--- config.mk ---
export PLATFORM = sky130hd
export DESIGN_NAME = linear_key_value_table
export DESIGN_NICKNAME = d
export VERILOG_FILES = /design/src/lkv_pkg.sv /design/src/lkv_cell.sv /design/src/lkv_ctrl.sv /design/src/linear_key_value_table.sv
export SDC_FILE = /design/constraint.sdc
export NUM_CORES = 2
export LEC_CHECK = 0
export BUFFER_PORTS_ARGS = -buffer_cell sky130_fd_sc_hd__buf_2
export CELL_PAD_IN_SITES_DETAIL_PLACEMENT = 1
export CELL_PAD_IN_SITES_GLOBAL_PLACEMENT = 1
export CORE_ASPECT_RATIO = 1.1
export CORE_MARGIN = 2
export CORE_UTILIZATION = 64
export CTS_BUF_LIST = sky130_fd_sc_hd__clkbuf_8
export DETAILED_ROUTE_END_ITERATION = 16
export GPL_TIMING_DRIVEN = 0
export PLACE_DENSITY_LB_ADDON = 0.1
export SLEW_MARGIN = 10
export SYNTH_ARGS = -nofsm -noshare
export SYNTH_HDL_FRONTEND = slang
export SYNTH_SLANG_ARGS = --single-unit
--- constraint.sdc ---
create_clock -name i_clk -period 42.4 [get_ports i_clk]
set_input_delay 6.36 -clock i_clk [delete_from_list [all_inputs] [get_ports i_clk]]
set_output_delay 6.36 -clock i_clk [all_outputs]
set_load 0.05 [all_outputs]
--- src/lkv_pkg.sv ---
`default_nettype none

package lkv_pkg;

    localparam int CAPACITY = 64;
    // wide enough to hold the entry count itself
    localparam int CNT_W    = $clog2(CAPACITY + 1);
    // neighbour of the head cell, head itself for a single-entry table
    localparam int NEXT_IDX = (CAPACITY > 1) ? 1 : 0;

    typedef logic [1:0] t_func;
    typedef logic [1:0] t_status;

    localparam t_func OP_LOOKUP = 2'd0;
    localparam t_func OP_WRITE  = 2'd1;
    localparam t_func OP_DELETE = 2'd2;
    localparam t_func OP_CLEAR  = 2'd3;

    localparam t_status ST_OK    = 2'd0;
    localparam t_status ST_NOKEY = 2'd1;
    localparam t_status ST_FULL  = 2'd2;

    typedef struct packed {
        logic [63:0] value;
        logic [31:0] key;
    } t_entry;

    typedef struct packed {
        logic   shift;
        t_entry fb;
    } t_ring_ctl;

    typedef struct packed {
        t_status     status;
        logic [6:0]  entry_count;
        logic [63:0] value_out;
        logic        found;
    } t_result;

endpackage

`default_nettype wire

--- src/lkv_cell.sv ---
`default_nettype none

module lkv_cell
    import lkv_pkg::*;
(
    input  wire logic   i_clk,
    input  wire logic   i_shift,
    input  wire t_entry i_entry,
    output t_entry      o_entry
);

    t_entry r_entry;

    always_ff @(posedge i_clk) begin
        if (i_shift) begin
            r_entry <= i_entry;
        end
    end

    assign o_entry = r_entry;

endmodule

`default_nettype wire

--- src/lkv_ctrl.sv ---
`default_nettype none

module lkv_ctrl
    import lkv_pkg::*;
(
    input  wire logic        i_clk,
    input  wire logic        i_rst_n,
    input  wire logic        i_in_valid,
    output logic             o_in_ready,
    input  wire t_func       i_func,
    input  wire logic [31:0] i_key,
    input  wire logic [63:0] i_value,
    input  wire t_entry      i_head,
    input  wire t_entry      i_next,
    output t_ring_ctl        o_ring,
    output logic             o_out_valid,
    input  wire logic        i_out_ready,
    output t_result          o_res
);

    localparam logic [1:0] S_IDLE = 2'd0;
    localparam logic [1:0] S_RUN  = 2'd1;
    localparam logic [1:0] S_DONE = 2'd2;

    localparam logic [CNT_W-1:0] LAST_STEP = CNT_W'(CAPACITY - 1);

    logic [1:0]       r_state;
    logic [CNT_W-1:0] r_step;
    logic [CNT_W-1:0] r_count;
    logic             r_found;
    logic             r_ins;
    logic             r_ovalid;
    t_func            r_op;
    logic [31:0]      r_key;
    logic [63:0]      r_value;
    logic [63:0]      r_vout;
    t_result          r_res;

    logic             w_hit;
    logic             n_found;
    logic             n_ins;
    logic [63:0]      n_vout;
    t_entry           w_fb;
    logic             w_load;
    logic [CNT_W-1:0] n_count;
    t_status          w_status;

    always_comb begin
        n_found = r_found;
        n_ins   = r_ins;
        n_vout  = r_vout;
        w_fb    = i_head;
        w_hit   = (r_state == S_RUN) && (r_step < r_count) && !r_found
                  && (i_head.key == r_key);
        if (r_state == S_RUN) begin
            if (w_hit) begin
                n_found = 1'b1;
            end
            case (r_op)
                OP_LOOKUP: begin
                    if (w_hit) begin
                        n_vout = i_head.value;
                    end
                end
                OP_WRITE: begin
                    if (w_hit) begin
                        w_fb.value = r_value;
                    end else if (!r_found && (r_step == r_count)) begin
                        // first free slot passes the head: append
                        w_fb.key   = r_key;
                        w_fb.value = r_value;
                        n_ins      = 1'b1;
                    end
                end
                OP_DELETE: begin
                    // from the match on, pull entries one place down
                    if (w_hit || r_found) begin
                        w_fb = i_next;
                    end
                end
                default: begin
                end
            endcase
        end
    end

    always_comb begin
        n_count  = r_count;
        w_status = ST_OK;
        case (r_op)
            OP_CLEAR: begin
                n_count = '0;
            end
            OP_WRITE: begin
                if (r_ins) begin
                    n_count = r_count + CNT_W'(1);
                end else if (!r_found) begin
                    w_status = ST_FULL;
                end
            end
            OP_DELETE: begin
                if (r_found) begin
                    n_count = r_count - CNT_W'(1);
                end else begin
                    w_status = ST_NOKEY;
                end
            end
            default: begin
            end
        endcase
    end

    assign w_load = (r_state == S_DONE) && (!r_ovalid || i_out_ready);

    always_ff @(posedge i_clk) begin
        if (!i_rst_n) begin
            r_state  <= S_IDLE;
            r_step   <= '0;
            r_count  <= '0;
            r_found  <= 1'b0;
            r_ins    <= 1'b0;
            r_ovalid <= 1'b0;
        end else begin
            if (w_load) begin
                r_ovalid <= 1'b1;
            end else if (r_ovalid && i_out_ready) begin
                r_ovalid <= 1'b0;
            end
            case (r_state)
                S_IDLE: begin
                    if (i_in_valid) begin
                        r_found <= 1'b0;
                        r_ins   <= 1'b0;
                        r_step  <= '0;
                        r_state <= (i_func == OP_CLEAR) ? S_DONE : S_RUN;
                    end
                end
                S_RUN: begin
                    r_found <= n_found;
                    r_ins   <= n_ins;
                    r_step  <= r_step + CNT_W'(1);
                    if (r_step == LAST_STEP) begin
                        r_state <= S_DONE;
                    end
                end
                S_DONE: begin
                    if (w_load) begin
                        r_count  <= n_count;
                        r_state  <= S_IDLE;
                    end
                end
                default: begin
                    r_state <= S_IDLE;
                end
            endcase
        end
    end

    always_ff @(posedge i_clk) begin
        if ((r_state == S_IDLE) && i_in_valid) begin
            r_op    <= i_func;
            r_key   <= i_key;
            r_value <= i_value;
            r_vout  <= '0;
        end else if (r_state == S_RUN) begin
            r_vout  <= n_vout;
        end
        if (w_load) begin
            r_res.found       <= r_found;
            r_res.value_out   <= r_vout;
            r_res.entry_count <= 7'(n_count);
            r_res.status      <= w_status;
        end
    end

    assign o_in_ready   = (r_state == S_IDLE);
    assign o_ring.shift = (r_state == S_RUN);
    assign o_ring.fb    = w_fb;
    assign o_out_valid  = r_ovalid;
    assign o_res        = r_res;

endmodule

`default_nettype wire

--- src/linear_key_value_table.sv ---
`default_nettype none

// channel   direction  tdata (low bit up)                               tuser
// s_axis    in         key[31:0], value[95:32]                           func[1:0]
// m_axis    out        found[0], value_out[64:1], entry_count[71:65],   -
//                      status[73:72], zero pad[79:74]
//
// a clear goes straight to the load of the output register; lookup, write and delete
// first take one full turn of the cell ring past the head cell, then that load; the
// next word can be taken once the result is loaded
// reset clears the entry count, the sequencer and the result valid; cells are not reset
// a result waits in the output register while the next word is accepted
// a finished word stalls in the sequencer only while the output register is still full

module linear_key_value_table
    import lkv_pkg::*;
(
    input  wire logic        i_clk,
    input  wire logic        i_rst_n,
    input  wire logic        i_s_axis_tvalid,
    output logic             o_s_axis_tready,
    input  wire logic [95:0] i_s_axis_tdata,   // key, value
    input  wire logic [1:0]  i_s_axis_tuser,   // func
    output logic             o_m_axis_tvalid,
    input  wire logic        i_m_axis_tready,
    output logic [79:0]      o_m_axis_tdata    // found, value_out, entry_count, status
);

    // ring of cells: cell 0 is the head, every cell takes from its upper
    // neighbour, the top cell takes the feedback word from the sequencer
    t_entry    w_cell [CAPACITY];
    t_ring_ctl w_ring;
    t_result   w_res;

    for (genvar gi = 0; gi < CAPACITY; gi++) begin : g_cell
        t_entry w_in;
        if (gi == CAPACITY - 1) begin : g_top
            assign w_in = w_ring.fb;
        end else begin : g_mid
            assign w_in = w_cell[gi+1];
        end
        lkv_cell u_cell (
            .i_clk   (i_clk),
            .i_shift (w_ring.shift),
            .i_entry (w_in),
            .o_entry (w_cell[gi])
        );
    end

    // sequencer: scans the head once per step, edits the feedback word
    lkv_ctrl u_ctrl (
        .i_clk       (i_clk),
        .i_rst_n     (i_rst_n),
        .i_in_valid  (i_s_axis_tvalid),
        .o_in_ready  (o_s_axis_tready),
        .i_func      (i_s_axis_tuser),
        .i_key       (i_s_axis_tdata[31:0]),
        .i_value     (i_s_axis_tdata[95:32]),
        .i_head      (w_cell[0]),
        .i_next      (w_cell[NEXT_IDX]),
        .o_ring      (w_ring),
        .o_out_valid (o_m_axis_tvalid),
        .i_out_ready (i_m_axis_tready),
        .o_res       (w_res)
    );

    // pad result word to whole bytes
    assign o_m_axis_tdata = {6'b0, w_res};

endmodule

`default_nettype wire

Word-level counts from Yosys, hierarchy flattened
Cells that the tools add are included.
Storage, ports and cells
  flip-flop bits (word level): 6399
  input port bits: 102
  output and inout port bits: 82
  logic and storage cells: 211
Operators by class
  $add $sub $neg: 3
  magnitude comparators: 1
  equality and inequality tests: 16
  multiplexer cells: 28
  reductions and logical operators: 21
Operators by type and width (count)
  2-to-1 mux 96 bit: 2
  case mux 96 bit (2 select lines): 1
  2-to-1 mux 64 bit: 1
  == test 32 bit: 1
  2-to-1 mux 32 bit: 1
  2-to-1 mux 7 bit: 3
  case mux 7 bit (3 select lines): 1
  adder 7 x 1 -> 7 bit (second input constant): 2
  case mux 7 bit (2 select lines): 1
  2-to-1 mux 2 bit: 6
  != test 2 x 1 -> 1 bit (second input constant): 5
  AND reduction 3 bit: 3
  == test 2 bit (second input constant): 4
  2-to-1 mux 1 bit: 8
  == test 7 x 6 -> 1 bit (second input constant): 1
  == test 7 bit: 1
  logical AND 1 bit: 7
  less-than comparator 7 bit: 1
  subtractor 7 x 1 -> 7 bit (second input constant): 1
  case mux 2 bit (3 select lines): 1
  AND reduction 5 bit: 1
  == test 2 x 1 -> 1 bit (second input constant): 2
  zero test 2 bit: 2
  != test 2 bit (second input constant): 2
  other kinds (6): 11

Longest topological paths before layout
  depth in word-level cells: 7
  gate-level depth with buffers: 11

Modules after synthesis
Synthesis repeated with hierarchy kept, for this count alone.
Second synthesis, totals
  cell total of the unflattened synthesis: 7059
  area total of the unflattened synthesis: 195472.5 sq um
By module, submodules not included
  lkv_cell: times used 64, cells an instance 96, area each 2882.8 sq um, sequential area each 2882.8 sq um
  lkv_ctrl: times used 1, cells an instance 908, area each 10926.7 sq um, sequential area each 6826.5 sq um
  linear_key_value_table: times used 1, cells an instance 7, area each 48.8 sq um, sequential area each 0.0 sq um

Worst setup path after synthesis
Ideal clock, no wire load.
  path kind: register to register
  start: register u_ctrl.r_state[1]
  end: register g_cell[0].u_cell.r_entry (netlist bit g_cell[0].u_cell.o_entry[0]), enable pin
  library setup time: 6.399 ns
  arrival time: 15.104 ns
  required time: 36.001 ns
  setup slack: 20.896 ns
  stages on the path, launching flop included: 4
  clock period less this slack: 21.504 ns
  cell sequence: dfxtp_1 -> nand2b_1 -> buf_6 -> clkinv_8
On the way
  cells in the longest elaborated chain, start to end: 1
RTL lines
  from (decl): RTL line lkv_ctrl.sv:27  | logic [1:0] r_state;
  from (signal assigned): RTL line lkv_ctrl.sv:135  | r_state <= (i_func == OP_CLEAR) ? S_DONE : S_RUN;
  == test 2 x 1 -> 1 bit: RTL line lkv_ctrl.sv:177  | assign o_ring.shift = (r_state == S_RUN);
  named net g_cell[0].u_cell.i_shift: RTL line lkv_cell.sv:7  | input wire logic i_shift,
  to (signal assigned): RTL line lkv_cell.sv:16  | r_entry <= i_entry;
  to (decl): RTL line lkv_cell.sv:12  | t_entry r_entry;
The timed path passes the listed nets, and every way through them passes these cells.
A chain may end at the register's enable or synchronous reset.

Worst setup path after layout
  start: register u_ctrl.r_res (netlist bit u_ctrl.o_res[46])
  end: output port o_m_axis_tdata[46]
RTL lines
  from (decl): RTL line lkv_ctrl.sv:37  | t_result r_res;
  to (decl): RTL line linear_key_value_table.sv:26  | output logic [79:0] o_m_axis_tdata
No word-level cell between the ends.

==> impl_results.md <==
* Weighted congestion at the end of routability-driven global placement at 0.7744
* Total global-route track usage at 18.95%
* First DRT Iteration DRCs at 6,233
* WHS Path Cells at 0
* Number of vias per cell after detailed routing at 5.249
* Remaining antenna violation count at 0
* Leading register cell type out of synthesis: sky130_fd_sc_hd__edfxtp_1
* Row cnt at 213
* Post-CTS setup buffer count at 0
* Number of buffers created by CTS at 886
* Number of antenna violations at the first check in global routing at 21
* Number of violations of the max-capacitance limit at 0
* Routed wire length at 283.8 mm
* Share of post-route cells with drive strength above 1 at 15.54%
* Maximum number of pins on one net before global-route repair at 291
* Height of the chip at 584.2 um
* Clock-pin slew on the worst setup and hold paths at 0.07 ns
* Total instance count after detailed placement at 11,350
* Max Fclk at 0.1163 GHz
* Cell type with the largest total area after synthesis: sky130_fd_sc_hd__edfxtp_1
* Beginning of the worst hold path: g_cell[37].u_cell.o_entry[32]
* Count of buffering cells on the critical path with inverters included at 1
* Cts-stage hold buffer count at 0
* Starting density of the core at 64.18%
* GRT Residual Overflow at 0
* Cell chain of the critical path: buf_2
* Count of yosys warnings during synthesis at 0
* Library cells used by synthesis at 54
* Logic depth of the worst path, buffers included at 1
* Number of enable-type register cells in the synthesized netlist at 6,316
* Core region area at 305,100 um^2
* Most frequent cell after synthesis: sky130_fd_sc_hd__edfxtp_1
* Share of synthesized registers carrying an async set or reset at 0%
* Sinks on the clock net at 6,399
* Leading cell types by count after synthesis: 6,316 x sky130_fd_sc_hd__edfxtp_1, 102 x sky130_fd_sc_hd__nor2_1, 96 x sky130_fd_sc_hd__a221o_1
* Global-route wire length before repair at 442.2 mm
* Worst r2r dst: g_cell[47].u_cell.o_entry[73]
* Power density relative to cell area at 57.40 nW/um^2
* Tot Pwr at 12,590 uW
* Fin Clk Skew at 0.05351 ns
* Largest delay share family, worst path: flip-flops
* Max-slew violation count at 0
* Endpoint with the worst hold slack: g_cell[36].u_cell.o_entry[32]
* Final #Nets at 8,271
* Hold violation count in the final report at 0
* Post-Syn Area at 195,800 um^2
* Worst reg-to-reg setup slack at 35.40 ns
* Area Growth Syn to Fin at 12.03%
* Period Utilization, post-route at 20.28%
* Post-DP HPWL at 136.3 mm
* I/O pin count at 184
* Slowest cell delay on critical path at 0.68 ns
* Static leakage at 0.07201 uW
* Largest voltage drop on the vdd net at 37.01 uV
* Final core occ at 71.90%
* Clock tree from TritonCTS: done
* Data required time of the worst path at 36.04 ns
* Die X-Extent at 531.4 um
* Setup TNS at 0 ns
* Cell type of the slowest stage on the worst timing path: sky130_fd_sc_hd__edfxtp_1
* Crit path DAT at 2.24 ns
* Worst setup slack after placement at 33.26 ns
* Slew @ Worst Pin at 1.367 ns
* Post-route DRC violation count at 0
* Total of cells resized after clock tree synthesis at 0
* Cell count of the worst reg-to-reg path at 11
* Status: finished clean
* HP Class: reg2reg
* Critical path type: reg2out
* Root buf cell: sky130_fd_sc_hd__clkbuf_8
* Cell types with the largest area share after synthesis: sky130_fd_sc_hd__edfxtp_1 97%, sky130_fd_sc_hd__dfxtp_1 0.85%, sky130_fd_sc_hd__a221o_1 0.49%, sky130_fd_sc_hd__mux2i_1 0.33%, sky130_fd_sc_hd__a21boi_1 0.26%
* Kind of capture point of the worst setup path: output port
* Number of H-tree levels at 6
* Count of placed standard cells in the final layout, fillers left out at 12,990
* Remaining max-slew budget at the tightest pin at 8.876%
* Number of instances in the synthesized netlist at 7,045
* Via count of the first global-routing pass at 71,070
* Detailed-route via count at 68,160
* Worst setup SP type: flip-flop
* Count of port buffers added during placement at 177
* Final setup viols at 0
* Worst-case clock buffer depth at 4
* Flip-flop and latch count after synthesis at 6,399
* Crit path setup slack, layout at 33.80 ns
* Post-synthesis sequential area ratio at 97.69%
* Launch instance of the worst register-to-register path: u_ctrl.r_state[1]
* WL/cell at 21.86 um
* Clock insertion delay at the later pin of the skew report at 1.19 ns
* Time the final worst path needs with I/O delays and setup at 8.599 ns
* Mean post-synth cell area at 27.80 um^2
* CP max FO at 1
* First-pass iteration count of the detailed router at 7
* DIE AREA at 310,500 um^2
* Area share of the largest cell type after synthesis at 96.84%
* Setup repair after global routing missed its margin: false
==> sequential cells by signal, summed over array words and instances (netlist names) <==
register	cells
u_ctrl.r_state	2
g_cell.u_cell.o_entry	6144
u_ctrl.r_ins	1
u_ctrl.r_count	7
u_ctrl.r_step	7
u_ctrl.r_op	2
u_ctrl.r_found	1
u_ctrl.o_res	74
u_ctrl.o_out_valid	1
u_ctrl.r_value	64
u_ctrl.r_vout	64
u_ctrl.r_key	32
==> layout make-up <==
cell class              instances  area [um^2]
inverters                      16        91.34
fillers                     22310        85750
well taps                    4085         5111
clock inverters               715         3861
plain buffers                  69        369.1
flip-flops and latches       6399       191300
clock buffers                 910        12520
repair buffers                218         1984
diodes                          8        20.02
multi-input cells             566         4110
==> where the power goes <==
part           switching [uW]  internal [uW]
Combinational             337           59.2
Clock                    2210           2170
Sequential                170           7640
==> cell families (layout without fill, tap and decap cells) <==
| kind of cell | count (synthesis) | count (layout) | synth area share [%] |
|---|---|---|---|
| other | 1 | 14 | 0.001915 |
| multiplexers | 65 | 65 | 0.3322 |
| XOR/XNOR | 32 | 32 | 0.1431 |
| AO/OA/AOI/OAI | 232 | 232 | 0.9979 |
| adder cells (fa/ha/maj) | 13 | 13 | 0.08306 |
| buffers and inverters | 85 | 1928 | 0.2217 |
| flip-flops | 6399 | 6399 | 97.69 |
| AND/OR/NAND/NOR | 218 | 218 | 0.5284 |
==> metal layers <==
metal,vias up,share of wire (%),track usage (%)
li1,31100,-,-
met1,34950,46,29.63
met2,1603,47,27.63
met3,512,4.9,3.763
met4,2,2.7,6.211
met5,-,0.0042,0
==> worst max-delay path by stage <==
stage / startpoint / to
floorplan: u_ctrl.r_state[1] / g_cell[0].u_cell.o_entry[0]
global placement: u_ctrl.r_state[1] / g_cell[42].u_cell.o_entry[45]
detailed placement: i_s_axis_tvalid / u_ctrl.r_vout[25]
CTS: u_ctrl.o_res[46] / o_m_axis_tdata[46]
global route: u_ctrl.o_res[46] / o_m_axis_tdata[46]
finish: u_ctrl.o_res[46] / o_m_axis_tdata[46]
==> cell usage in the layout (no fill, tap or decap), types with 17 or more instances in the layout <==
| master | count |
|---|---|
| sky130_fd_sc_hd__mux2i_1 | 65 |
| sky130_fd_sc_hd__clkinv_1 | 245 |
| sky130_fd_sc_hd__and3_1 | 21 |
| sky130_fd_sc_hd__clkinv_2 | 125 |
| sky130_fd_sc_hd__bufinv_16 | 29 |
| sky130_fd_sc_hd__nor2_1 | 102 |
| sky130_fd_sc_hd__clkbuf_8 | 910 |
| sky130_fd_sc_hd__edfxtp_1 | 6316 |
| sky130_fd_sc_hd__buf_2 | 199 |
| sky130_fd_sc_hd__xnor2_1 | 32 |
| sky130_fd_sc_hd__nand2_1 | 36 |
| sky130_fd_sc_hd__inv_1 | 285 |
| sky130_fd_sc_hd__nand4_1 | 19 |
| sky130_fd_sc_hd__a21boi_1 | 67 |
| sky130_fd_sc_hd__buf_16 | 37 |
| sky130_fd_sc_hd__clkbuf_1 | 24 |
| sky130_fd_sc_hd__clkinvlp_4 | 17 |
| sky130_fd_sc_hd__a221o_1 | 96 |
| sky130_fd_sc_hd__dfxtp_1 | 83 |
==> per-stage QoR <==
step                hold WS, ns  area, um^2
floorplan                0.4003      195900
global placement         0.4021      201900
detailed placement       0.4051      202900
CTS                      0.3712      219200
global route             0.3875      219400
finish                   0.3775      219400
No activity file was read; power rests on OpenSTA's default activity.
